[src/rtl/core/png_stored_rgba_encoder_core_macros.svh]
// ----------------------------------------------------------------------------
// png_stored_rgba_encoder_core_macros
// Assertion helpers for the stored-deflate PNG encoder core.
// ----------------------------------------------------------------------------
`ifndef PNG_STORED_RGBA_ENCODER_CORE_MACROS_SVH
`define PNG_STORED_RGBA_ENCODER_CORE_MACROS_SVH

`ifndef SYNTHESIS
// same-cycle implication
`define PNGSE_ASSERT_NOW(label, clk, rstn, ante, cons) \
    label: assert property (@(posedge clk) disable iff (!rstn) (ante) |-> (cons)) \
        else $error("assertion failed");
// next-cycle implication
`define PNGSE_ASSERT_NEXT(label, clk, rstn, ante, cons) \
    label: assert property (@(posedge clk) disable iff (!rstn) (ante) |=> (cons)) \
        else $error("assertion failed");
`else
`define PNGSE_ASSERT_NOW(label, clk, rstn, ante, cons)
`define PNGSE_ASSERT_NEXT(label, clk, rstn, ante, cons)
`endif

`endif

[src/rtl/core/pngse_pkg.sv]
// ----------------------------------------------------------------------------
// pngse_pkg
// Shared types, constants and the byte-wise CRC-32 for the PNG encoder.
// ----------------------------------------------------------------------------
`default_nettype none

package pngse_pkg;

    localparam int DIM_W       = 13;
    localparam int COL_W       = 15;
    localparam int RAW_W       = 27;
    localparam int QUEUE_DEPTH = 4;

    localparam logic [DIM_W-1:0] MAX_WIDTH  = 13'd4096;
    localparam logic [DIM_W-1:0] MAX_HEIGHT = 13'd4096;
    localparam logic [15:0]      BLOCK_MAX  = 16'hffff;

    localparam logic [31:0] CRC_POLY = 32'hedb88320;
    localparam logic [31:0] CRC_INIT = 32'hffffffff;
    localparam logic [16:0] ADLER_MOD = 17'd65521;

    // register indexes
    localparam logic [1:0] REG_WIDTH  = 2'd0;
    localparam logic [1:0] REG_HEIGHT = 2'd1;

    // one queued image byte with its framing flags
    typedef struct packed {
        logic [7:0] data;
        logic       hdr;
        logic       row_start;
        logic       last;
    } item_t;

    // one byte through the reflected CRC-32
    function automatic logic [31:0] crc_byte(input logic [31:0] crc, input logic [7:0] b);
        logic [31:0] c;
        c = crc ^ {24'd0, b};
        for (int k = 0; k < 8; k++) begin
            c = (c >> 1) ^ (CRC_POLY & {32{c[0]}});
        end
        return c;
    endfunction

endpackage

`default_nettype wire

[src/rtl/core/pngse_front.sv]
// ----------------------------------------------------------------------------
// pngse_front
// Accepts image bytes and tags them with header, row start and last flags.
// ----------------------------------------------------------------------------
`default_nettype none

module pngse_front (
    input  wire logic                           aclk,
    input  wire logic                           aresetn,
    input  wire logic                           s_valid,
    output logic                                s_ready,
    input  wire logic [7:0]                     s_pixel_byte,
    input  wire logic [pngse_pkg::DIM_W-1:0]    image_width,
    input  wire logic [pngse_pkg::DIM_W-1:0]    image_height,
    input  wire logic                           q_full,
    output logic                                q_push,
    output pngse_pkg::item_t                    q_item,
    output logic                                started
);

    logic                         started_reg, started_next;
    logic [pngse_pkg::COL_W-1:0]  col_reg, col_next;
    logic [pngse_pkg::DIM_W-1:0]  row_reg, row_next;
    logic [pngse_pkg::COL_W-1:0]  col_inc;
    logic [pngse_pkg::COL_W-1:0]  row_bytes;
    logic [pngse_pkg::DIM_W-1:0]  row_inc;
    logic                         row_done;
    logic                         file_done;

    assign s_ready   = !q_full;
    assign q_push    = s_valid && !q_full;
    assign started   = started_reg;

    // position bookkeeping
    assign row_bytes = {image_width, 2'b00};
    assign col_inc   = col_reg + 1'b1;
    assign row_done  = (col_inc >= row_bytes);
    assign row_inc   = row_done ? row_reg + 1'b1 : row_reg;
    assign file_done = (row_inc >= image_height);

    always_comb begin
        q_item.data      = s_pixel_byte;
        q_item.hdr       = !started_reg;
        q_item.row_start = (col_reg == '0);
        q_item.last      = file_done;
        started_next     = started_reg;
        col_next         = col_reg;
        row_next         = row_reg;
        if (q_push) begin
            if (file_done) begin
                started_next = 1'b0;
                col_next     = '0;
                row_next     = '0;
            end else begin
                started_next = 1'b1;
                col_next     = row_done ? '0 : col_inc;
                row_next     = row_inc;
            end
        end
    end

    always_ff @(posedge aclk) begin
        if (!aresetn) begin
            started_reg <= 1'b0;
            col_reg     <= '0;
            row_reg     <= '0;
        end else begin
            started_reg <= started_next;
            col_reg     <= col_next;
            row_reg     <= row_next;
        end
    end

endmodule

`default_nettype wire

[src/rtl/core/pngse_queue.sv]
// ----------------------------------------------------------------------------
// pngse_queue
// Small FIFO of tagged items between the front and the back.
// ----------------------------------------------------------------------------
`default_nettype none

module pngse_queue (
    input  wire logic                aclk,
    input  wire logic                aresetn,
    input  wire logic                push,
    input  wire pngse_pkg::item_t    push_item,
    input  wire logic                pop,
    output pngse_pkg::item_t         pop_item,
    output logic                     full,
    output logic                     empty,
    output logic [$clog2(pngse_pkg::QUEUE_DEPTH):0] count
);

    localparam int PTR_W = $clog2(pngse_pkg::QUEUE_DEPTH);

    pngse_pkg::item_t  mem_reg [pngse_pkg::QUEUE_DEPTH];
    logic [PTR_W-1:0]  wr_reg, wr_next;
    logic [PTR_W-1:0]  rd_reg, rd_next;
    logic [PTR_W:0]    cnt_reg, cnt_next;

    assign full     = (cnt_reg == (PTR_W+1)'(pngse_pkg::QUEUE_DEPTH));
    assign empty    = (cnt_reg == '0);
    assign count    = cnt_reg;
    assign pop_item = mem_reg[rd_reg];

    // pointer update
    always_comb begin
        wr_next  = push ? wr_reg + 1'b1 : wr_reg;
        rd_next  = pop  ? rd_reg + 1'b1 : rd_reg;
        cnt_next = cnt_reg + (PTR_W+1)'(push) - (PTR_W+1)'(pop);
    end

    always_ff @(posedge aclk) begin
        if (!aresetn) begin
            wr_reg  <= '0;
            rd_reg  <= '0;
            cnt_reg <= '0;
        end else begin
            wr_reg  <= wr_next;
            rd_reg  <= rd_next;
            cnt_reg <= cnt_next;
        end
    end

    // storage
    always_ff @(posedge aclk) begin
        if (push) begin
            mem_reg[wr_reg] <= push_item;
        end
    end

endmodule

`default_nettype wire

[src/rtl/core/pngse_back.sv]
// ----------------------------------------------------------------------------
// pngse_back
// Byte sequencer: header, stored block framing, raw bytes, trailer, CRC, Adler.
// ----------------------------------------------------------------------------
`default_nettype none

module pngse_back (
    input  wire logic                           aclk,
    input  wire logic                           aresetn,
    input  wire logic [pngse_pkg::DIM_W-1:0]    image_width,
    input  wire logic [pngse_pkg::DIM_W-1:0]    image_height,
    input  wire logic                           q_empty,
    input  wire pngse_pkg::item_t               q_item,
    output logic                                q_pop,
    output logic                                m_valid,
    input  wire logic                           m_ready,
    output logic [7:0]                          m_out_byte,
    output logic                                m_last_of_file
);

    typedef enum logic [2:0] {
        ST_IDLE,
        ST_HDR,
        ST_BLK,
        ST_RAW,
        ST_TRL
    } state_t;

    localparam int RAW_W = pngse_pkg::RAW_W;

    state_t                    state_reg, state_next;
    logic [5:0]                cnt_reg, cnt_next;
    pngse_pkg::item_t          cur_reg, cur_next;
    logic                      filt_reg, filt_next;
    logic [RAW_W-1:0]          raw_total_reg, raw_total_next;
    logic [31:0]               zlen_reg, zlen_next;
    logic [RAW_W-1:0]          raw_left_reg, raw_left_next;
    logic [15:0]               blk_left_reg, blk_left_next;
    logic [31:0]               crc_reg, crc_next;
    logic [15:0]               adl_lo_reg, adl_lo_next;
    logic [15:0]               adl_hi_reg, adl_hi_next;
    logic                      m_valid_reg, m_valid_next;
    logic [7:0]                m_byte_reg, m_byte_next;
    logic                      m_last_reg, m_last_next;

    logic                      advance;
    logic                      emit;
    logic [7:0]                ob;
    logic                      use_crc;
    logic                      crc_init;
    logic                      ob_last;
    logic [31:0]               crc_out;
    logic [31:0]               adler;
    logic [15:0]               blk_size;
    logic                      blk_final;
    logic [15:0]               blk_nsize;
    logic [27:0]               ceil_y;
    logic [16:0]               ceil_r;
    logic [11:0]               blocks;
    logic [14:0]               row_len;
    logic [7:0]                raw_b;
    logic [16:0]               lo_sum;
    logic [15:0]               lo_mod;
    logic [16:0]               hi_sum;
    logic [15:0]               hi_mod;
    logic [15:0]               blk_dec;

    assign advance        = !m_valid_reg || m_ready;
    assign m_valid        = m_valid_reg;
    assign m_out_byte     = m_byte_reg;
    assign m_last_of_file = m_last_reg;

    assign crc_out   = crc_reg ^ pngse_pkg::CRC_INIT;
    assign adler     = {adl_hi_reg, adl_lo_reg};
    assign row_len   = {image_width, 2'b00} + 15'd1;

    // stored block size from the raw bytes still to come
    assign blk_final = (raw_left_reg <= RAW_W'(pngse_pkg::BLOCK_MAX));
    assign blk_size  = blk_final ? raw_left_reg[15:0] : pngse_pkg::BLOCK_MAX;
    assign blk_nsize = ~blk_size;
    assign blk_dec   = (blk_left_reg != '0) ? blk_left_reg - 1'b1 : blk_left_reg;

    // ceil(raw_total / 65535) by one fold and one correction
    assign ceil_y = {1'b0, raw_total_reg} + 28'd65534;
    assign ceil_r = {1'b0, ceil_y[15:0]} + {5'd0, ceil_y[27:16]};
    assign blocks = ceil_y[27:16] + 12'(ceil_r >= 17'd65535);

    // adler-32 byte update
    assign raw_b  = filt_reg ? 8'd0 : cur_reg.data;
    assign lo_sum = {1'b0, adl_lo_reg} + {9'd0, raw_b};
    assign lo_mod = (lo_sum >= pngse_pkg::ADLER_MOD) ? 16'(lo_sum - pngse_pkg::ADLER_MOD)
                                                     : lo_sum[15:0];
    assign hi_sum = {1'b0, adl_hi_reg} + {1'b0, lo_mod};
    assign hi_mod = (hi_sum >= pngse_pkg::ADLER_MOD) ? 16'(hi_sum - pngse_pkg::ADLER_MOD)
                                                     : hi_sum[15:0];

    // byte selection per state and step
    always_comb begin
        ob       = 8'h00;
        use_crc  = 1'b0;
        crc_init = 1'b0;
        ob_last  = 1'b0;
        emit     = 1'b1;
        case (state_reg)
            ST_HDR: begin
                case (cnt_reg)
                    6'd0:  ob = 8'h89;
                    6'd1:  ob = 8'h50;
                    6'd2:  ob = 8'h4e;
                    6'd3:  ob = 8'h47;
                    6'd4:  ob = 8'h0d;
                    6'd5:  ob = 8'h0a;
                    6'd6:  ob = 8'h1a;
                    6'd7:  ob = 8'h0a;
                    6'd11: ob = 8'h0d;
                    6'd12: begin ob = 8'h49; use_crc = 1'b1; crc_init = 1'b1; end
                    6'd13: begin ob = 8'h48; use_crc = 1'b1; end
                    6'd14: begin ob = 8'h44; use_crc = 1'b1; end
                    6'd15: begin ob = 8'h52; use_crc = 1'b1; end
                    6'd18: begin ob = {3'd0, image_width[12:8]}; use_crc = 1'b1; end
                    6'd19: begin ob = image_width[7:0]; use_crc = 1'b1; end
                    6'd22: begin ob = {3'd0, image_height[12:8]}; use_crc = 1'b1; end
                    6'd23: begin ob = image_height[7:0]; use_crc = 1'b1; end
                    6'd24: begin ob = 8'h08; use_crc = 1'b1; end
                    6'd25: begin ob = 8'h06; use_crc = 1'b1; end
                    6'd16, 6'd17, 6'd20, 6'd21, 6'd26, 6'd27, 6'd28: begin
                        ob = 8'h00; use_crc = 1'b1;
                    end
                    6'd29: ob = crc_out[31:24];
                    6'd30: ob = crc_out[23:16];
                    6'd31: ob = crc_out[15:8];
                    6'd32: ob = crc_out[7:0];
                    6'd33: ob = zlen_reg[31:24];
                    6'd34: ob = zlen_reg[23:16];
                    6'd35: ob = zlen_reg[15:8];
                    6'd36: ob = zlen_reg[7:0];
                    6'd37: begin ob = 8'h49; use_crc = 1'b1; crc_init = 1'b1; end
                    6'd38: begin ob = 8'h44; use_crc = 1'b1; end
                    6'd39: begin ob = 8'h41; use_crc = 1'b1; end
                    6'd40: begin ob = 8'h54; use_crc = 1'b1; end
                    6'd41: begin ob = 8'h78; use_crc = 1'b1; end
                    6'd42: begin ob = 8'h01; use_crc = 1'b1; end
                    default: ob = 8'h00;
                endcase
            end
            ST_BLK: begin
                use_crc = 1'b1;
                case (cnt_reg)
                    6'd0:    ob = {7'd0, blk_final};
                    6'd1:    ob = blk_size[7:0];
                    6'd2:    ob = blk_size[15:8];
                    6'd3:    ob = blk_nsize[7:0];
                    default: ob = blk_nsize[15:8];
                endcase
            end
            ST_RAW: begin
                ob      = raw_b;
                use_crc = 1'b1;
            end
            ST_TRL: begin
                case (cnt_reg)
                    6'd0:  begin ob = adler[31:24]; use_crc = 1'b1; end
                    6'd1:  begin ob = adler[23:16]; use_crc = 1'b1; end
                    6'd2:  begin ob = adler[15:8];  use_crc = 1'b1; end
                    6'd3:  begin ob = adler[7:0];   use_crc = 1'b1; end
                    6'd4:  ob = crc_out[31:24];
                    6'd5:  ob = crc_out[23:16];
                    6'd6:  ob = crc_out[15:8];
                    6'd7:  ob = crc_out[7:0];
                    6'd12: begin ob = 8'h49; use_crc = 1'b1; crc_init = 1'b1; end
                    6'd13: begin ob = 8'h45; use_crc = 1'b1; end
                    6'd14: begin ob = 8'h4e; use_crc = 1'b1; end
                    6'd15: begin ob = 8'h44; use_crc = 1'b1; end
                    6'd16: ob = crc_out[31:24];
                    6'd17: ob = crc_out[23:16];
                    6'd18: ob = crc_out[15:8];
                    6'd19: begin ob = crc_out[7:0]; ob_last = 1'b1; end
                    default: ob = 8'h00;
                endcase
            end
            default: emit = 1'b0;
        endcase
    end

    // sequencer next state
    always_comb begin
        state_next     = state_reg;
        cnt_next       = cnt_reg;
        cur_next       = cur_reg;
        filt_next      = filt_reg;
        raw_total_next = raw_total_reg;
        zlen_next      = zlen_reg;
        raw_left_next  = raw_left_reg;
        blk_left_next  = blk_left_reg;
        crc_next       = crc_reg;
        adl_lo_next    = adl_lo_reg;
        adl_hi_next    = adl_hi_reg;
        m_valid_next   = m_valid_reg;
        m_byte_next    = m_byte_reg;
        m_last_next    = m_last_reg;
        q_pop          = 1'b0;
        if (advance) begin
            m_valid_next = emit;
            m_byte_next  = ob;
            m_last_next  = ob_last;
            if (emit && use_crc) begin
                crc_next = pngse_pkg::crc_byte(crc_init ? pngse_pkg::CRC_INIT : crc_reg, ob);
            end
            case (state_reg)
                ST_IDLE: begin
                    if (!q_empty) begin
                        q_pop     = 1'b1;
                        cur_next  = q_item;
                        filt_next = q_item.row_start;
                        cnt_next  = '0;
                        if (q_item.hdr) begin
                            state_next = ST_HDR;
                        end else if (blk_left_reg == '0) begin
                            state_next = ST_BLK;
                        end else begin
                            state_next = ST_RAW;
                        end
                    end
                end
                ST_HDR: begin
                    cnt_next = cnt_reg + 1'b1;
                    if (cnt_reg == 6'd0) begin
                        raw_total_next = RAW_W'(row_len) * RAW_W'(image_height);
                    end
                    if (cnt_reg == 6'd1) begin
                        zlen_next     = 32'(raw_total_reg) + 32'd6
                                      + {18'd0, blocks, 2'b00} + {20'd0, blocks};
                        raw_left_next = raw_total_reg;
                        blk_left_next = '0;
                        adl_lo_next   = 16'd1;
                        adl_hi_next   = 16'd0;
                    end
                    if (cnt_reg == 6'd42) begin
                        cnt_next   = '0;
                        state_next = ST_BLK;
                    end
                end
                ST_BLK: begin
                    cnt_next = cnt_reg + 1'b1;
                    if (cnt_reg == 6'd4) begin
                        blk_left_next = blk_size;
                        cnt_next      = '0;
                        state_next    = ST_RAW;
                    end
                end
                ST_RAW: begin
                    adl_lo_next   = lo_mod;
                    adl_hi_next   = hi_mod;
                    raw_left_next = (raw_left_reg != '0) ? raw_left_reg - 1'b1 : raw_left_reg;
                    blk_left_next = blk_dec;
                    cnt_next      = '0;
                    if (filt_reg) begin
                        filt_next  = 1'b0;
                        state_next = (blk_dec == '0) ? ST_BLK : ST_RAW;
                    end else if (cur_reg.last) begin
                        state_next = ST_TRL;
                    end else begin
                        state_next = ST_IDLE;
                    end
                end
                ST_TRL: begin
                    cnt_next = cnt_reg + 1'b1;
                    if (cnt_reg == 6'd19) begin
                        cnt_next      = '0;
                        state_next    = ST_IDLE;
                        crc_next      = pngse_pkg::CRC_INIT;
                        adl_lo_next   = 16'd1;
                        adl_hi_next   = 16'd0;
                        raw_left_next = '0;
                        blk_left_next = '0;
                    end
                end
                default: state_next = ST_IDLE;
            endcase
        end
    end

    always_ff @(posedge aclk) begin
        if (!aresetn) begin
            state_reg     <= ST_IDLE;
            cnt_reg       <= '0;
            filt_reg      <= 1'b0;
            raw_left_reg  <= '0;
            blk_left_reg  <= '0;
            crc_reg       <= pngse_pkg::CRC_INIT;
            adl_lo_reg    <= 16'd1;
            adl_hi_reg    <= 16'd0;
            m_valid_reg   <= 1'b0;
            m_last_reg    <= 1'b0;
        end else begin
            state_reg     <= state_next;
            cnt_reg       <= cnt_next;
            filt_reg      <= filt_next;
            raw_left_reg  <= raw_left_next;
            blk_left_reg  <= blk_left_next;
            crc_reg       <= crc_next;
            adl_lo_reg    <= adl_lo_next;
            adl_hi_reg    <= adl_hi_next;
            m_valid_reg   <= m_valid_next;
            m_last_reg    <= m_last_next;
        end
    end

    // payload registers
    always_ff @(posedge aclk) begin
        cur_reg       <= cur_next;
        raw_total_reg <= raw_total_next;
        zlen_reg      <= zlen_next;
        m_byte_reg    <= m_byte_next;
    end

endmodule

`default_nettype wire

[src/rtl/core/png_stored_rgba_encoder_core.sv]
// ----------------------------------------------------------------------------
// png_stored_rgba_encoder_core
// Streams RGBA8 image bytes into a complete PNG file using stored deflate.
// ----------------------------------------------------------------------------
// Usage: write image_width (index 0) and image_height (index 1) through
// cfg_we/cfg_index/cfg_wdata while no image is in flight, then feed the
// image bytes in raster order on s_valid/s_ready/s_pixel_byte.
// The file bytes leave on m_valid/m_ready/m_out_byte; m_last_of_file marks
// the final IEND CRC byte, after which the next input byte starts a new file.
// The first byte of an image produces 43 header bytes, then block framing,
// filter byte and data. Throughput: the output sequencer emits one byte
// per cycle while m_ready is high, and fetches each queued item in an idle
// state that emits no byte; a row start adds a filter byte, a stored block
// header five bytes and the trailer twenty bytes.
// A four-entry item queue lets input continue while the output stalls;
// when m_ready is low the output byte holds and the queue fills, then
// s_ready drops.
// Reset clears the position counters and queue, returns the CRC and Adler
// state to their initial values and sets both dimensions to one.
// ----------------------------------------------------------------------------
`default_nettype none
`include "png_stored_rgba_encoder_core_macros.svh"

module png_stored_rgba_encoder_core (
    input  wire logic                         aclk,
    input  wire logic                         aresetn,
    input  wire logic                         cfg_we,
    input  wire logic [1:0]                   cfg_index,
    input  wire logic [pngse_pkg::DIM_W-1:0]  cfg_wdata,
    input  wire logic                         s_valid,
    output logic                              s_ready,
    input  wire logic [7:0]                   s_pixel_byte,
    output logic                              m_valid,
    input  wire logic                         m_ready,
    output logic [7:0]                        m_out_byte,
    output logic                              m_last_of_file
);

    logic [pngse_pkg::DIM_W-1:0] width_reg, width_next;
    logic [pngse_pkg::DIM_W-1:0] height_reg, height_next;
    logic [pngse_pkg::DIM_W-1:0] cfg_val;
    logic                        started;
    logic                        q_push;
    logic                        q_pop;
    logic                        q_full;
    logic                        q_empty;
    logic [$clog2(pngse_pkg::QUEUE_DEPTH):0] q_count;
    pngse_pkg::item_t            q_in;
    pngse_pkg::item_t            q_out;

    // dimension registers, zero stored as one
    assign cfg_val = (cfg_wdata == '0) ? pngse_pkg::DIM_W'(1) : cfg_wdata;

    always_comb begin
        width_next  = width_reg;
        height_next = height_reg;
        if (cfg_we && !started) begin
            case (cfg_index)
                pngse_pkg::REG_WIDTH: begin
                    width_next = (cfg_val > pngse_pkg::MAX_WIDTH) ? pngse_pkg::MAX_WIDTH
                                                                  : cfg_val;
                end
                pngse_pkg::REG_HEIGHT: begin
                    height_next = (cfg_val > pngse_pkg::MAX_HEIGHT) ? pngse_pkg::MAX_HEIGHT
                                                                    : cfg_val;
                end
                default: ;
            endcase
        end
    end

    always_ff @(posedge aclk) begin
        if (!aresetn) begin
            width_reg  <= pngse_pkg::DIM_W'(1);
            height_reg <= pngse_pkg::DIM_W'(1);
        end else begin
            width_reg  <= width_next;
            height_reg <= height_next;
        end
    end

    pngse_front u_front (
        .aclk         (aclk),
        .aresetn      (aresetn),
        .s_valid      (s_valid),
        .s_ready      (s_ready),
        .s_pixel_byte (s_pixel_byte),
        .image_width  (width_reg),
        .image_height (height_reg),
        .q_full       (q_full),
        .q_push       (q_push),
        .q_item       (q_in),
        .started      (started)
    );

    pngse_queue u_queue (
        .aclk      (aclk),
        .aresetn   (aresetn),
        .push      (q_push),
        .push_item (q_in),
        .pop       (q_pop),
        .pop_item  (q_out),
        .full      (q_full),
        .empty     (q_empty),
        .count     (q_count)
    );

    pngse_back u_back (
        .aclk           (aclk),
        .aresetn        (aresetn),
        .image_width    (width_reg),
        .image_height   (height_reg),
        .q_empty        (q_empty),
        .q_item         (q_out),
        .q_pop          (q_pop),
        .m_valid        (m_valid),
        .m_ready        (m_ready),
        .m_out_byte     (m_out_byte),
        .m_last_of_file (m_last_of_file)
    );

    // checks
    `PNGSE_ASSERT_NEXT(a_cfg_locked, aclk, aresetn, cfg_we && started, $stable(width_reg) && $stable(height_reg))
    `PNGSE_ASSERT_NOW(a_queue_bound, aclk, aresetn, 1'b1, q_count <= ($clog2(pngse_pkg::QUEUE_DEPTH)+1)'(pngse_pkg::QUEUE_DEPTH))
    `PNGSE_ASSERT_NOW(a_no_pop_empty, aclk, aresetn, q_pop, !q_empty)

endmodule

`default_nettype wire
[config.mk]
export PLATFORM = sky130hd
export DESIGN_NAME = png_stored_rgba_encoder_core
export DESIGN_NICKNAME = d
export VERILOG_FILES = /design/src/rtl/core/pngse_pkg.sv /design/src/rtl/core/pngse_front.sv /design/src/rtl/core/pngse_queue.sv /design/src/rtl/core/pngse_back.sv /design/src/rtl/core/png_stored_rgba_encoder_core.sv
export VERILOG_INCLUDE_DIRS = /design/src /design/src/rtl/core
export SDC_FILE = /design/constraint.sdc
export NUM_CORES = 1
export LEC_CHECK = 0
export BUFFER_PORTS_ARGS = -buffer_cell sky130_fd_sc_hd__buf_2
export CORE_UTILIZATION = 40
export CTS_BUF_LIST = sky130_fd_sc_hd__clkbuf_8
export CTS_CLUSTER_SIZE = 8
export DETAILED_ROUTE_END_ITERATION = 8
export MAX_ROUTING_LAYER = met4
export SETUP_SLACK_MARGIN = 0.4
export SYNTH_ARGS = -nofsm -noshare
export SYNTH_HDL_FRONTEND = slang
export SYNTH_SLANG_ARGS = --single-unit
[constraint.sdc]
create_clock -name aclk -period 18.69 [get_ports aclk]
set_input_delay 2.8035 -clock aclk [delete_from_list [all_inputs] [get_ports aclk]]
set_output_delay 2.8035 -clock aclk [all_outputs]
set_load 0.02 [all_outputs]
==> out/summary.md <==
For the final database, setup skew stands at 0.02266 ns. The number of search-and-repair iterations in the first detailed-routing pass was 7. The clock latency of the later-clocked register in the worst-skew pair is 0.67 ns. The max-slew violation total from the final report was 0. The most used flip-flop cell after synthesis is sky130_fd_sc_hd__dfxtp_1. The post-route clock period utilization was 0.5264. The initial antenna violation count was 1. Slowest library cell on the worst path: sky130_fd_sc_hd__nor4_2. The average wire length per cell after detail routing is 20.23 um, and the total chip power is 3.824 mW. The count of buffers added on input and output ports is 38. For this design, the CTS-stage hold fixing added 0 buffers. The tools report the hold violation total from the final report as 0. After clock tree synthesis, the repair step resized 0 gates. Routability-driven placement finished with a final weighted congestion of 0.9820.

For the total track usage, the log shows 0.2461. The placeable core region is 67280 um^2. The top-level port count is 39. The synthesized design contains 117 enable-type register cells. The worst setup path is launched from a flop. The pin count of the biggest net entering global routing was 59. The min-delay analysis places its worst path in the category flop to flop.

In this run the static leakage power is 12.18 nW. The logs give 3583 for the synthesized net count and 2225 for the number of violations reported at the end of detailed-routing iteration 0. The minimum setup slack among reg-to-reg paths was 8.85 ns. In the routed design, unresolved DRC markers number 0. In the final timing run, aggregate negative setup slack is 0 ns. Once detailed placement completed, the half-perimeter wirelength came to 62360 um.

After global routing the overflow that remains totals 0. The worst setup slack after layout was 8.851 ns. The run finished with clean final reports. The tools report the headroom to the max-slew limit as 0.2340. Critical path capture point type: a flop.

The synthesized area per cell came out at 8.429 um^2. The proportion of synthesized chip area in sequential cells was 0.2635. The maximum fanout along the worst path works out to 9. The cell row count was 95; the pre-CTS setup slack was 8.910 ns. The library cell used most frequently in the layout, excluding fill and tap cells, is sky130_fd_sc_hd__nand2_1.

STA puts the critical path data arrival time at 10.25 ns. Synthesis instantiated 102 different standard cells from the library. The fraction of registers with async set or reset after synthesis is 0. The post-detailed-route count of antenna-violating nets is 0, and the peak ir drop on the vdd network is 0.00009398 V. The routed design has 83150 um of wire. The H-tree was split into 2 levels. The tool flagged a number of max-cap violations equal to 0. The met1 usage in global routing was 0.3293; the number of flip-flops under the largest register name was 44. The setup fix buffers added after clock tree synthesis is 0, and the area of the die is 69130 um^2. The die boundary height is 262.9 um. The number of setup violations in the final report was 0. Compared with the post-synthesis result, the final layout area differs by 7.282%. Dividing total power by cell area gives a power density of 130.9 nW/um^2. Clock root buffer: sky130_fd_sc_hd__clkbuf_8.

The starting utilization of the core area was 0.4048. The worst setup path is of the flop to flop kind. Number of clock buffers inserted by TritonCTS: 53. TritonCTS built the clock tree. Summing over every cut layer, the via total after detailed routing is 23690.

Leaving out fill and tap cells, the most frequent cells in the layout are 349 x sky130_fd_sc_hd__nand2_1, 334 x sky130_fd_sc_hd__nor2_1, 306 x sky130_fd_sc_hd__inv_1. The tools report the synthesized instance count as 3231. Summing every instance area after synthesis gives 27230 um^2. The net total in the final layout was 3545; the highest attainable clock frequency was 101.6 MHz. The met2 usage in global routing came out at 0.3838.

The first global-routing pass estimated 130700 um of wire. The global routing met3 resource utilization came out at 0.04076. Among the stages of the critical path, the cell type that occurs most often is sky130_fd_sc_hd__o21ai_0.

For the via count of the first global-routing pass, the log shows 22520. The tools report the data required time at the worst endpoint as 19.10 ns. At the pin with the least slew margin, the transition time is 1.139 ns. Counting flops and latches in the post-synthesis netlist gives 300.

The worst path needs 9.839 ns of the cycle, external delays included. Setup repair after global routing left no endpoint under its margin. The maximum count of clock buffers along a single path came out at 3. For this run, the number of Yosys warnings is 0. Clock-pin slew was measured on the worst setup and hold paths at 0.06 ns. The share of layout cells above drive strength 1 came out at 0.06920.

The global routing stage identified its most utilized layer as met2. For this design, the sink count on the clock tree is 300. Ratio of routed vias to standard cells: 5.762. The width of the die is 262.9 um, and the delay contributed by the slowest stage of the critical path is 0.54 ns.
-- cell usage after synthesis, types with 36 or more instances --
master	count	area [um^2]
sky130_fd_sc_hd__dfxtp_1	183	3664
sky130_fd_sc_hd__xor2_1	91	797.0
sky130_fd_sc_hd__fa_1	145	2903
sky130_fd_sc_hd__nand3_1	88	440.4
sky130_fd_sc_hd__ha_1	179	2240
sky130_fd_sc_hd__inv_1	288	1081
sky130_fd_sc_hd__clkbuf_1	148	555.5
sky130_fd_sc_hd__o21ai_0	131	655.6
sky130_fd_sc_hd__and3_1	50	312.8
sky130_fd_sc_hd__nor2_1	338	1269
sky130_fd_sc_hd__xnor2_1	170	1489
sky130_fd_sc_hd__o211ai_1	36	270.3
sky130_fd_sc_hd__edfxtp_1	117	3513
sky130_fd_sc_hd__and2_1	42	262.8
sky130_fd_sc_hd__a21oi_1	155	775.7
sky130_fd_sc_hd__nor2b_1	43	269.0
sky130_fd_sc_hd__nor3_1	64	320.3
sky130_fd_sc_hd__nand2_1	349	1310
-- worst max-delay path: cells and delay by family, from the launching register on --
kind / cells / cell delay [ns]
buf+inv: 3 / 0.21
fa+ha+maj: 6 / 1.99
xor+xnor: 3 / 0.75
flops: 1 / 0.53
mux: 2 / 0.48
simple gates: 13 / 3.44
compound gates: 11 / 2.14
-- where the power goes --
| part | switching, mW | internal [mW] | total, mW |
|---|---|---|---|
| Clock | 0.296 | 0.320 | 0.616 |
| Sequential | 0.162 | 0.831 | 0.992 |
| Combinational | 1.32 | 0.897 | 2.22 |
-- per-stage QoR --
step | cell area, um^2 | hold WS (ns) | cells | utilization
detailed placement | 28160 | 0.4748 | 4011 | 0.4186
global route | 29220 | 0.5039 | 4111 | 0.4343
global placement | 28160 | 0.4694 | 4011 | 0.4186
finish | 29220 | 0.4881 | 4111 | 0.4343
CTS | 29220 | 0.4854 | 4110 | 0.4343
floorplan | 27230 | 0.4451 | 3231 | -
-- path summary, 6_finish.rpt --
kind,endpoint,depth (start not counted),startpoint
worst max-delay path,u_back.zlen_reg[25],38,u_back.raw_total_reg[4]
worst min-delay path,u_front.row_reg[12],1,u_front.row_reg[12]
worst min register to register,u_front.row_reg[12],1,u_front.row_reg[12]
worst max register to register,u_back.zlen_reg[25],38,u_back.raw_total_reg[4]
-- kinds of logic (layout without fill, tap and decap cells) --
logic type                 after synthesis  after routing  synth area share
buffers and inverters                  466            472           0.06547
adders and majority gates              324            324            0.1888
xor gates and xnor gates               277            277           0.09721
DFF                                    300            300            0.2635
muxes                                   41             41           0.02026
and+or+nand+nor                       1158           1158            0.2026
AOI/OAI and AO/OA                      664            664            0.1620
other                                    1              2         0.0001377
-- layer usage --
| metal | share of wire | vias to the layer above |
|---|---|---|
| li1 | - | 11130 |
| met1 | 0.44 | 11550 |
| met2 | 0.46 | 853 |
| met3 | 0.076 | 153 |
| met4 | 0.025 | 0 |
| met5 | 0 | - |
-- final cells by class --
type	count	area, um^2
clock buffers	63	867.1
well taps	873	1092
inverters	295	1109
multi-input cells	2465	18300
diodes	1	2.502
clock inverters	36	185.2
flip-flops and latches	300	7177
repair buffers	78	490.5
fillers	6790	38060
(Power assumes the default switching activity.)
